===== src/rtl/lcdnw_pkg.sv =====
package lcdnw_pkg;

  // Request kinds on the input side
  localparam logic [2:0] FUNC_COMMAND = 3'd0;
  localparam logic [2:0] FUNC_CHAR    = 3'd1;
  localparam logic [2:0] FUNC_NIBBLE  = 3'd2;
  localparam logic [2:0] FUNC_CURSOR  = 3'd3;
  localparam logic [2:0] FUNC_NUMBER  = 3'd4;

  // Byte and character codes
  localparam logic [7:0] CMD_SET_DDRAM = 8'h80;
  localparam logic [7:0] CHAR_AE_IN    = 8'd228;
  localparam logic [7:0] CHAR_AE_OUT   = 8'd225;
  localparam logic [7:0] CHAR_OE_IN    = 8'd246;
  localparam logic [7:0] CHAR_OE_OUT   = 8'd239;
  localparam logic [7:0] CHAR_ZERO     = 8'h30;
  localparam logic [7:0] CHAR_SPACE    = 8'h20;

  // Highest decimal position the sequencer can walk (ten digits at most)
  localparam int MAX_DIGIT_POS = 9;
  // Highest position that can hold a nonzero digit of a 16-bit value
  localparam int TOP_VALUE_POS = 4;

  // What the back end has to do with one queued request
  typedef enum logic [1:0] {
    KIND_BYTE,
    KIND_NIBBLE,
    KIND_NUMBER
  } kind_t;

  typedef struct packed {
    kind_t       kind;
    logic        rs;
    logic [15:0] data;
  } cmd_t;

  // Weight of decimal position p
  function automatic logic [33:0] pow10(input logic [3:0] p);
    logic [33:0] w;
    unique case (p)
      4'd0:    w = 34'd1;
      4'd1:    w = 34'd10;
      4'd2:    w = 34'd100;
      4'd3:    w = 34'd1000;
      4'd4:    w = 34'd10000;
      4'd5:    w = 34'd100000;
      4'd6:    w = 34'd1000000;
      4'd7:    w = 34'd10000000;
      4'd8:    w = 34'd100000000;
      4'd9:    w = 34'd1000000000;
      default: w = 34'd0;
    endcase
    return w;
  endfunction

  // Digit at position p, for a remainder below ten times that weight
  function automatic logic [3:0] dec_digit(input logic [15:0] r, input logic [3:0] p);
    logic [33:0] w;
    logic [3:0]  d;
    w = pow10(p);
    d = 4'd0;
    for (int m = 1; m <= 9; m++) begin
      if ({18'd0, r} >= 34'(m) * w) d = 4'(m);
    end
    return d;
  endfunction

  // Amount removed from the remainder once digit d at position p is out
  function automatic logic [15:0] dec_weight(input logic [3:0] d, input logic [3:0] p);
    logic [33:0] prod;
    prod = {30'd0, d} * pow10(p);
    return prod[15:0];
  endfunction

endpackage


===== src/rtl/lcdnw_front.sv =====
module lcdnw_front import lcdnw_pkg::*; (
  input  logic        s_tvalid,
  output logic        s_tready,
  input  logic [15:0] s_tdata,   // value[15:0]
  input  logic [2:0]  s_tuser,   // func[2:0]
  input  logic        q_full,
  output logic        q_push,
  output cmd_t        q_cmd
);

  // Latin-1 umlauts to display codes
  function automatic logic [7:0] map_char(input logic [7:0] c);
    logic [7:0] m;
    if (c == CHAR_AE_IN)      m = CHAR_AE_OUT;
    else if (c == CHAR_OE_IN) m = CHAR_OE_OUT;
    else                      m = c;
    return m;
  endfunction

  logic known;

  // Unknown kinds are taken and dropped
  assign s_tready = !q_full;
  assign q_push   = s_tvalid && !q_full && known;

  // Classify the request
  always_comb begin
    known      = 1'b1;
    q_cmd.kind = KIND_BYTE;
    q_cmd.rs   = 1'b0;
    q_cmd.data = {8'd0, s_tdata[7:0]};
    unique case (s_tuser)
      FUNC_COMMAND: begin
      end
      FUNC_CHAR: begin
        q_cmd.rs   = 1'b1;
        q_cmd.data = {8'd0, map_char(s_tdata[7:0])};
      end
      FUNC_NIBBLE: begin
        q_cmd.kind = KIND_NIBBLE;
      end
      FUNC_CURSOR: begin
        q_cmd.data = {8'd0, CMD_SET_DDRAM | {1'b0, s_tdata[6:0]}};
      end
      FUNC_NUMBER: begin
        q_cmd.kind = KIND_NUMBER;
        q_cmd.rs   = 1'b1;
        q_cmd.data = s_tdata;
      end
      default: begin
        known = 1'b0;
      end
    endcase
  end

endmodule


===== src/rtl/lcdnw_queue.sv =====
module lcdnw_queue import lcdnw_pkg::*; (
  input  logic clk,
  input  logic rst,
  input  logic push,
  input  cmd_t push_cmd,
  output logic full,
  input  logic pop,
  output logic pop_valid,
  output cmd_t pop_cmd
);

  // Two-entry request queue
  cmd_t       slot [2];
  logic       wr_ptr;
  logic       rd_ptr;
  logic [1:0] count;
  logic       do_push;
  logic       do_pop;

  assign full      = (count == 2'd2);
  assign pop_valid = (count != 2'd0);
  assign pop_cmd   = slot[rd_ptr];
  assign do_push   = push && !full;
  assign do_pop    = pop && pop_valid;

  always_ff @(posedge clk) begin
    if (do_push) slot[wr_ptr] <= push_cmd;
  end

  always_ff @(posedge clk) begin
    if (rst) begin
      wr_ptr <= 1'b0;
      rd_ptr <= 1'b0;
      count  <= 2'd0;
    end else begin
      if (do_push) wr_ptr <= !wr_ptr;
      if (do_pop)  rd_ptr <= !rd_ptr;
      if (do_push && !do_pop)      count <= count + 2'd1;
      else if (do_pop && !do_push) count <= count - 2'd1;
    end
  end

endmodule


===== src/rtl/lcdnw_back.sv =====
module lcdnw_back import lcdnw_pkg::*; #(
  parameter int NUM_DIGITS = 5
) (
  input  logic       clk,
  input  logic       rst,
  input  logic       q_valid,
  input  cmd_t       q_cmd,
  output logic       q_pop,
  output logic       m_tvalid,
  input  logic       m_tready,
  output logic [7:0] m_tdata,   // bus_nibble[3:0], zero pad[7:4]
  output logic [1:0] m_tuser,   // reg_select[0], long_settle[1]
  output logic       m_tlast    // last
);

  // Start above the shown digits when they do not cover a 16-bit value
  localparam int         START_POS = (NUM_DIGITS - 1 > TOP_VALUE_POS) ?
                                     NUM_DIGITS - 1 : TOP_VALUE_POS;
  localparam logic [3:0] POS_START = 4'(START_POS);
  localparam logic [3:0] POS_SHOWN = 4'(NUM_DIGITS);

  logic        busy, busy_next;
  logic        phase, phase_next;
  kind_t       kind;
  logic        rs;
  logic [15:0] data, data_next;
  logic [3:0]  pos, pos_next;
  logic        seen, seen_next;
  logic [3:0]  ch_lo, ch_lo_next;

  logic        advance;
  logic        emit;
  logic        done;
  logic [3:0]  o_nib;
  logic        o_settle;
  logic        o_last;
  logic [3:0]  digit;
  logic [7:0]  ch;
  logic        shown;
  logic        load;

  assign advance = !m_tvalid || m_tready;
  assign digit   = dec_digit(data, pos);
  assign shown   = (pos < POS_SHOWN);

  // Leading zeros blank, units digit always shown
  always_comb begin
    if (digit != 4'd0 || pos == 4'd0) ch = CHAR_ZERO + {4'd0, digit};
    else if (seen)                     ch = CHAR_ZERO;
    else                               ch = CHAR_SPACE;
  end

  // Strobe sequencing
  always_comb begin
    emit       = 1'b0;
    done       = 1'b0;
    o_nib      = data[7:4];
    o_settle   = 1'b0;
    o_last     = 1'b0;
    phase_next = phase;
    data_next  = data;
    pos_next   = pos;
    seen_next  = seen;
    ch_lo_next = ch_lo;
    if (busy && advance) begin
      unique case (kind)
        KIND_BYTE: begin
          emit = 1'b1;
          if (!phase) begin
            phase_next = 1'b1;
          end else begin
            o_nib      = data[3:0];
            o_settle   = 1'b1;
            o_last     = 1'b1;
            phase_next = 1'b0;
            done       = 1'b1;
          end
        end
        KIND_NIBBLE: begin
          emit     = 1'b1;
          o_settle = 1'b1;
          o_last   = 1'b1;
          done     = 1'b1;
        end
        KIND_NUMBER: begin
          if (!phase) begin
            data_next = data - dec_weight(digit, pos);
            if (shown) begin
              emit       = 1'b1;
              o_nib      = ch[7:4];
              ch_lo_next = ch[3:0];
              seen_next  = seen || (digit != 4'd0);
              phase_next = 1'b1;
            end else begin
              // dropped high digit: no strobe
              pos_next = pos - 4'd1;
            end
          end else begin
            emit       = 1'b1;
            o_nib      = ch_lo;
            o_settle   = 1'b1;
            o_last     = (pos == 4'd0);
            phase_next = 1'b0;
            if (pos == 4'd0) done = 1'b1;
            else             pos_next = pos - 4'd1;
          end
        end
        default: begin
          done = 1'b1;
        end
      endcase
    end
  end

  // Take the next request on the cycle the current one finishes
  assign load      = q_valid && (!busy || done);
  assign q_pop     = load;
  assign busy_next = load ? 1'b1 : (done ? 1'b0 : busy);

  always_ff @(posedge clk) begin
    if (rst) begin
      busy  <= 1'b0;
      phase <= 1'b0;
    end else begin
      busy  <= busy_next;
      phase <= load ? 1'b0 : phase_next;
    end
  end

  always_ff @(posedge clk) begin
    if (load) begin
      kind <= q_cmd.kind;
      rs   <= q_cmd.rs;
      data <= q_cmd.data;
      pos  <= POS_START;
      seen <= 1'b0;
    end else begin
      data <= data_next;
      pos  <= pos_next;
      seen <= seen_next;
    end
    ch_lo <= ch_lo_next;
  end

  // Output register
  always_ff @(posedge clk) begin
    if (rst) begin
      m_tvalid <= 1'b0;
    end else if (advance) begin
      m_tvalid <= emit;
    end
  end

  always_ff @(posedge clk) begin
    if (advance && emit) begin
      m_tdata <= {4'd0, o_nib};
      m_tuser <= {o_settle, rs};
      m_tlast <= o_last;
    end
  end

endmodule


===== src/rtl/char_lcd_nibble_write_sequencer.sv =====
// The first strobe of a request passes the queue, the back end's request registers and the output register.
// One strobe per cycle while the receiver is ready; command, character and cursor requests give
// two strobes, a high-nibble request one, a number two per shown digit, plus a silent step per dropped high digit.
// The strobe generator paces everything; a 2-entry queue lets requests arrive meanwhile.
// Reset (rst, synchronous, active high) empties the queue and the output register.
module char_lcd_nibble_write_sequencer import lcdnw_pkg::*; #(
  parameter int NUM_DIGITS = 5
) (
  input  logic        clk,
  input  logic        rst,
  input  logic        s_tvalid,
  output logic        s_tready,
  input  logic [15:0] s_tdata,   // value[15:0]
  input  logic [2:0]  s_tuser,   // func[2:0]
  output logic        m_tvalid,
  input  logic        m_tready,
  output logic [7:0]  m_tdata,   // bus_nibble[3:0], zero pad[7:4]
  output logic [1:0]  m_tuser,   // reg_select[0], long_settle[1]
  output logic        m_tlast    // last
);

  logic q_full;
  logic q_push;
  cmd_t push_cmd;
  logic q_pop;
  logic q_valid;
  cmd_t pop_cmd;

  lcdnw_front u_front (
    .s_tvalid (s_tvalid),
    .s_tready (s_tready),
    .s_tdata  (s_tdata),
    .s_tuser  (s_tuser),
    .q_full   (q_full),
    .q_push   (q_push),
    .q_cmd    (push_cmd)
  );

  lcdnw_queue u_queue (
    .clk       (clk),
    .rst       (rst),
    .push      (q_push),
    .push_cmd  (push_cmd),
    .full      (q_full),
    .pop       (q_pop),
    .pop_valid (q_valid),
    .pop_cmd   (pop_cmd)
  );

  lcdnw_back #(
    .NUM_DIGITS (NUM_DIGITS)
  ) u_back (
    .clk      (clk),
    .rst      (rst),
    .q_valid  (q_valid),
    .q_cmd    (pop_cmd),
    .q_pop    (q_pop),
    .m_tvalid (m_tvalid),
    .m_tready (m_tready),
    .m_tdata  (m_tdata),
    .m_tuser  (m_tuser),
    .m_tlast  (m_tlast)
  );

endmodule


===== config.mk =====
export PLATFORM = sky130hd
export DESIGN_NAME = char_lcd_nibble_write_sequencer
export DESIGN_NICKNAME = d
export VERILOG_FILES = /design/src/rtl/lcdnw_pkg.sv /design/src/rtl/lcdnw_front.sv /design/src/rtl/lcdnw_queue.sv /design/src/rtl/lcdnw_back.sv /design/src/rtl/char_lcd_nibble_write_sequencer.sv
export SDC_FILE = /design/constraint.sdc
export NUM_CORES = 1
export LEC_CHECK = 0
export BUFFER_PORTS_ARGS = -buffer_cell sky130_fd_sc_hd__buf_2
export CAP_MARGIN = 15
export CELL_PAD_IN_SITES_DETAIL_PLACEMENT = 0
export CELL_PAD_IN_SITES_GLOBAL_PLACEMENT = 2
export CORE_UTILIZATION = 38
export CTS_BUF_LIST = sky130_fd_sc_hd__clkbuf_4 sky130_fd_sc_hd__clkbuf_8
export DETAILED_ROUTE_END_ITERATION = 7
export GPL_TIMING_DRIVEN = 0
export PLACE_DENSITY = 0.86
export SLEW_MARGIN = 15
export SYNTH_ARGS = -nofsm -noshare
export SYNTH_HDL_FRONTEND = slang
export SYNTH_SLANG_ARGS = --single-unit

===== constraint.sdc =====
create_clock -name clk -period 9.9 [get_ports clk]
set_input_delay 0.99 -clock clk [delete_from_list [all_inputs] [get_ports clk]]
set_output_delay 0.99 -clock clk [all_outputs]
set_load 0.005 [all_outputs]

==> results of run 1 <==
==> cell families (layout without fill, tap and decap cells) <==
logic type,count (synthesis),count (layout)
XOR/XNOR,92,92
adder cells (fa/ha/maj),373,373
other,1,6
buffers and inverters,238,351
AO/OA/AOI/OAI,559,559
AND/OR/NAND/NOR,551,551
flip-flops,104,104
multiplexers,39,39
==> cell usage after synthesis, types with 6 or more instances <==
cell type	number
or3_1	16
o21a_1	24
nand2b_1	24
inv_1	183
xnor2_1	49
nor2b_1	20
mux2i_1	33
nor4_1	16
xor2_1	42
and2_1	37
o21bai_1	21
a31oi_1	17
o21ai_0	93
o221ai_1	7
fa_1	65
a211oi_1	23
nand3_1	53
dfxtp_1	36
o31ai_1	11
mux2_2	6
a2111oi_0	9
a21oi_1	173
nand3b_1	7
nor2_1	112
or2_2	7
nand4_1	31
or4_1	9
and3_1	19
ha_1	307
nor3_1	54
o211ai_1	16
clkbuf_1	44
and4_1	6
o22ai_1	6
nand2_1	122
edfxtp_1	68
a21o_1	48
a21boi_0	14
a211o_1	12
==> through the flow <==
stage	setup TNS, ps	area [µm²]	hold slack [ps]	utilization [%]	worst slack (ps)
5_1_grt	-307.6	18930	475.1	43.94	-307.6
2_1_floorplan	0	16610	400.3	-	62.55
4_1_cts	0	18810	468.3	43.67	1.010
3_5_place_dp	-2434	17560	409.0	40.76	-1865
6_report	-20.43	18930	469.1	43.94	-20.43
3_3_place_gp	-2442	17500	438.7	40.62	-1834
==> worst paths after layout <==
check        cells after the start                     endpoint                start
max                             39    u_back.data[15]$_DFFE_PP_            flip-flop
max reg2reg                     39    u_back.data[15]$_DFFE_PP_            flip-flop
min                              0  u_back.m_tuser[0]$_DFFE_PP_  u_back.rs$_DFFE_PP_
min reg2reg                      0  u_back.m_tuser[0]$_DFFE_PP_  u_back.rs$_DFFE_PP_
==> layer usage <==
layer  vias to the layer above  GRT usage [%]
met2                       342          41.74
met3                        79          2.081
met1                      7264          31.43
met5                         -              0
li1                       7416              -
met4                         0          7.696
==> worst max-delay path, delay by kind of cell (launching register included) <==
kind,cells,cell delay (ps)
fa+ha+maj,7,2530
xor+xnor,1,100
buf+inv,5,520
simple gates,14,3850
flops,1,370
compound gates,12,2290
==> what timing repair did <==
item	CTS	global route
buffers inserted	57	6
endpoints found under the setup margin	4	2
hold endpoints to repair	0	0
gates cloned	1	0
resized for setup	130	17
pin swaps	59	13
hold buffers	0	0
==> cell type report <==
| type | count | area share (%) |
|---|---|---|
| Multi-Input combinational cell | 1620 | 71.02 |
| Sequential cell | 104 | 14.89 |
| Timing Repair Buffer | 97 | 4.033 |
| Tap cell | 585 | 3.868 |
| Inverter | 184 | 3.709 |
| Buffer | 54 | 1.355 |
| Clock buffer | 9 | 0.6545 |
| Clock inverter | 7 | 0.4694 |
==> flow_summary.toml, run 1 <==
[die]
initial_utilization_pct = 38.51
fp.dieW_um = 210.9
die_area_um2 = 44500
rows = 76
pin_count = 36
die_y_um = 210.9
core_area_um2 = 43080

[critical_path]
max_stage_delay_ps = 560
worstSetupPathType = "flip-flop to flip-flop"
critical_path_arrival_ps = 10060
crit_required_ps = 10040
start_kind = "flip-flop"
r2r_slack_ps = -20
critPathSlowestCell = "fa_2"
crit_fanout = 5
worst_setup_path_end_kind = "flip-flop"

[timing]
slew_headroom_pct = 31.40
rsz0062_at_grt = "true"
finalMaxSlewViolations = 0
clock.fmax_mhz = 100.8
period_share_pct = 100.2
fin_ws_ps = -20.43
min_period_ps = 9920
setup_violations = 1
finClkSkew_ps = 19.85
hold_viol_final = 0
worstMarginPinSlew_ps = 1022

[yosys]
synthMuxAreaShare_pct = 2.398
yosys_warnings = 0
yosysSeqAreaShare_pct = 16.65
synthAdderAreaFrac_pct = 31.06
synth_compound_area_share_pct = 22.47
synth_top_area_share_pct = 23.15
synth-xor-area-share_pct = 4.902
synth_area_leaders = "ha_1 23%, edfxtp_1 12%, fa_1 7.8%"
async_flop_share_pct = 0
synth.distinct_cells = 93
avgSynthCellArea_um2 = 8.477
ys_ff_latch = 104
syn_area_um2 = 16590
synth_top_family_by_area = "adder cells"
yosys.area_share.simple_pct = 17.00
synth_edf_count = 68
yosys.area.top_type = "ha_1"
syn_inst = 1957
synth_flop_cell = "edfxtp_1"

[routing]
drt-met1-wl_um = 23830
highest_layer = "met4"
ant_nets = 0
viasPerCell = 5.677
avgRoutedWirePerCell_um = 19.76
initialDrtViolationCount = 840
dr_wl_met3_um = 1968
first_pass_iters = 5
postRouteWirelength_um = 52570
drc_errors = 0
vias = 15101
routed-wl-met2_um = 25090

[global_routing]
antenna_found_initial = 1
grt_util_all_layers_pct = 24.05
grt_pass1_wl_um = 83790
gr-total-overflow = 0
grt_pass1_vias = 15063
grt_max_degree = 23

[clock_network]
cts_buffers = 9
clk_pin_slew_ps = 130
cts_buffer_depth = 2
cts_tree = "done"
htreeDepth = 3
cts_root_buf = "clkbuf_8"
insertion_delay_ps = 400
cts.sink_count = 104

[final_layout]
syn2layout_area_growth_pct = 14.08
multiInputGateArea_um2 = 13440
antenna_cells = 0
drive_gt1_share_pct = 12.34
final_cell_mix = "295 x ha_1, 174 x inv_1, 168 x a21oi_1, 120 x nand2_1, 109 x nor2_1"
final_nets = 2465
final_common_cell = "ha_1"
finalNonFillerCells = 2660
nFillCells = 4347
seq_area_um2 = 2818

[run_status]
violations = "negative setup slack"
outcome = "finished, violations left"

[min_path]
hp-class = "flip-flop to flip-flop"

[placed_design]
place_inst = 2580
gp_congestion = 0.8840
hpwl_um = 40050
portBuffers = 30

[run]
maxCapViolCount = 0
Power of run 1 is not shown: default switching activity piles up to over one toggle a cycle in this logic, so the estimate is an artifact.
==> run 2: changes to the inputs <==
Settings changed: CORE_MARGIN from default to 2, REMOVE_ABC_BUFFERS from default to 1.
==> run 2 against run 1 <==
Count of clock-buffer cells in the layout up 1; routed wire length is 5.2% lower; fmax increased by 0.67%; the run now ends clean; clock skew shrank 5.1 ps; utilization decreased by 0.90 points; register-to-register slack improved by 70 ps; die area rose by 1.9%; cell count down 2.5%; sequential share of layout area up 0.28 points; via count is 1.5% lower; non-clock buffer count shrank 66.
==> flow_summary.toml, run 2 (synthesized netlist as in run 1, its figures left out) <==
[routing]
ant_nets = 0
first_pass_iters = 5
drc_errors = 0
avgRoutedWirePerCell_um = 19.21
vias = 14875
viasPerCell = 5.734
initialDrtViolationCount = 820
postRouteWirelength_um = 49840

[timing]
finalMaxSlewViolations = 0
worstMarginPinSlew_ps = 1039
min_period_ps = 9855
finClkSkew_ps = 14.73
period_share_pct = 99.54
slew_headroom_pct = 30.64
clock.fmax_mhz = 101.5
setup_violations = 0
hold_viol_final = 0
fin_ws_ps = 45.37
rsz0062_at_grt = "true"

[global_routing]
met1_usage_pct = 29.35
grt_max_degree = 41
grt_util_all_layers_pct = 22.19
grt_pass1_wl_um = 79120
antenna_found_initial = 1
met3_usage_pct = 2.324
grt_pass1_vias = 14745
gr-total-overflow = 0
grt_use_met2_pct = 37.58
grt-busiest-layer = "met2"

[min_path]
hp-class = "flip-flop to flip-flop"

[run]
maxCapViolCount = 0

[critical_path]
start_kind = "flip-flop"
crit_fanout = 7
cpMostUsedCell = "fa_1"
r2r_slack_ps = 50
max_stage_delay_ps = 580
reg2reg_depth = 40
crit_end = "u_back.data[15]$_DFFE_PP_"
r2r_end = "u_back.data[15]$_DFFE_PP_"
worstSetupPathType = "flip-flop to flip-flop"
critical_path_arrival_ps = 9970
critPathSlowestCell = "fa_1"
crit_required_ps = 10020
worst_setup_path_end_kind = "flip-flop"

[clock_network]
clk_pin_slew_ps = 100
cts_tree = "done"
insertion_delay_ps = 360
cts_root_buf = "clkbuf_8"
cts_buffers = 9
htreeDepth = 3
cts_hold_buf = 0
cts.sink_count = 104
cts_buffer_depth = 2

[final_layout]
nFillCells = 4307
antenna_cells = 0
fin_util_pct = 43.03
final_common_cell = "ha_1"
finalNonFillerCells = 2594
final_cell_mix = "292 x ha_1, 179 x inv_1, 167 x a21oi_1, 120 x nand2_1, 109 x nor2_1"
multiInputGateArea_um2 = 13430
seq_area_um2 = 2811
syn2layout_area_growth_pct = 11.74
drive_gt1_share_pct = 11.00
final_nets = 2399

[run_status]
outcome = "finished, final reports clean"

[die]
initial_utilization_pct = 38.51
die_area_um2 = 45340
pin_count = 36
rows = 76
core_area_um2 = 43080
die_y_um = 212.9
fp.dieW_um = 212.9

[placed_design]
portBuffers = 31
hpwl_um = 37810
pre_cts_slack_ps = -2132
place_inst = 2528
gp_congestion = 0.8802
==> run 2: timing repair <==
item                                    4_1_cts  5_1_grt
setup buffers                                32       18
pin swaps                                    20       43
gates resized for setup                      81       41
endpoints found under the setup margin        6        2
==> run 2: final cells by class <==
class	instances	share of cell area (%)
Clock buffer	10	0.7087
Clock inverter	6	0.4117
Inverter	184	3.746
Multi-Input combinational cell	1620	72.44
Sequential cell	104	15.17
Tap cell	585	3.949
Timing Repair Buffer	85	3.577
==> run 2: worst min path at each step <==
stage,start,to,slack (ps),cells past startpoint
after floorplan,u_back.rs$_DFFE_PP_,u_back.m_tuser[0]$_DFFE_PP_,400,0
after global placement,u_back.seen$_SDFFE_PP0P_,u_back.seen$_SDFFE_PP0P_,460,2
after detailed placement,u_back.rs$_DFFE_PP_,u_back.m_tuser[0]$_DFFE_PP_,410,0
after CTS,u_back.rs$_DFFE_PP_,u_back.m_tuser[0]$_DFFE_PP_,460,0
after global routing,u_back.rs$_DFFE_PP_,u_back.m_tuser[0]$_DFFE_PP_,470,0
final,u_back.rs$_DFFE_PP_,u_back.m_tuser[0]$_DFFE_PP_,460,0
==> run 2: worst max-delay path: cells and delay by family (launching register included) <==
| family | cells | cell delay (ps) |
|---|---|---|
| adders and majority gates | 7 | 2700 |
| AOI/OAI and AO/OA | 12 | 2030 |
| buffers and inverters | 5 | 510 |
| DFF | 1 | 390 |
| and+or+nand+nor | 15 | 3860 |
| xor gates and xnor gates | 1 | 100 |
==> run 2: metrics by stage <==
stage | area, µm² | setup TNS, ps | hold WS, ps
after floorplan | 16390 | -192.2 | 400.3
after global placement | 17270 | -14110 | 457.2
after detailed placement | 17370 | -3854 | 409.8
after CTS | 18150 | 0 | 460.2
after global routing | 18540 | -294.1 | 470.0
final | 18540 | 0 | 464.8
==> run 2: layer usage <==
layer  share of wire (%)  wire length (µm)  vias to the layer above
met3                 3.8              1909                       83
met1                  46             22810                     7169
met5               0.026                13                        -
met2                  47             23390                      321
met4                 3.4              1717                        2
li1                    -                 -                     7300
Power of run 2 is left out for the same reason.
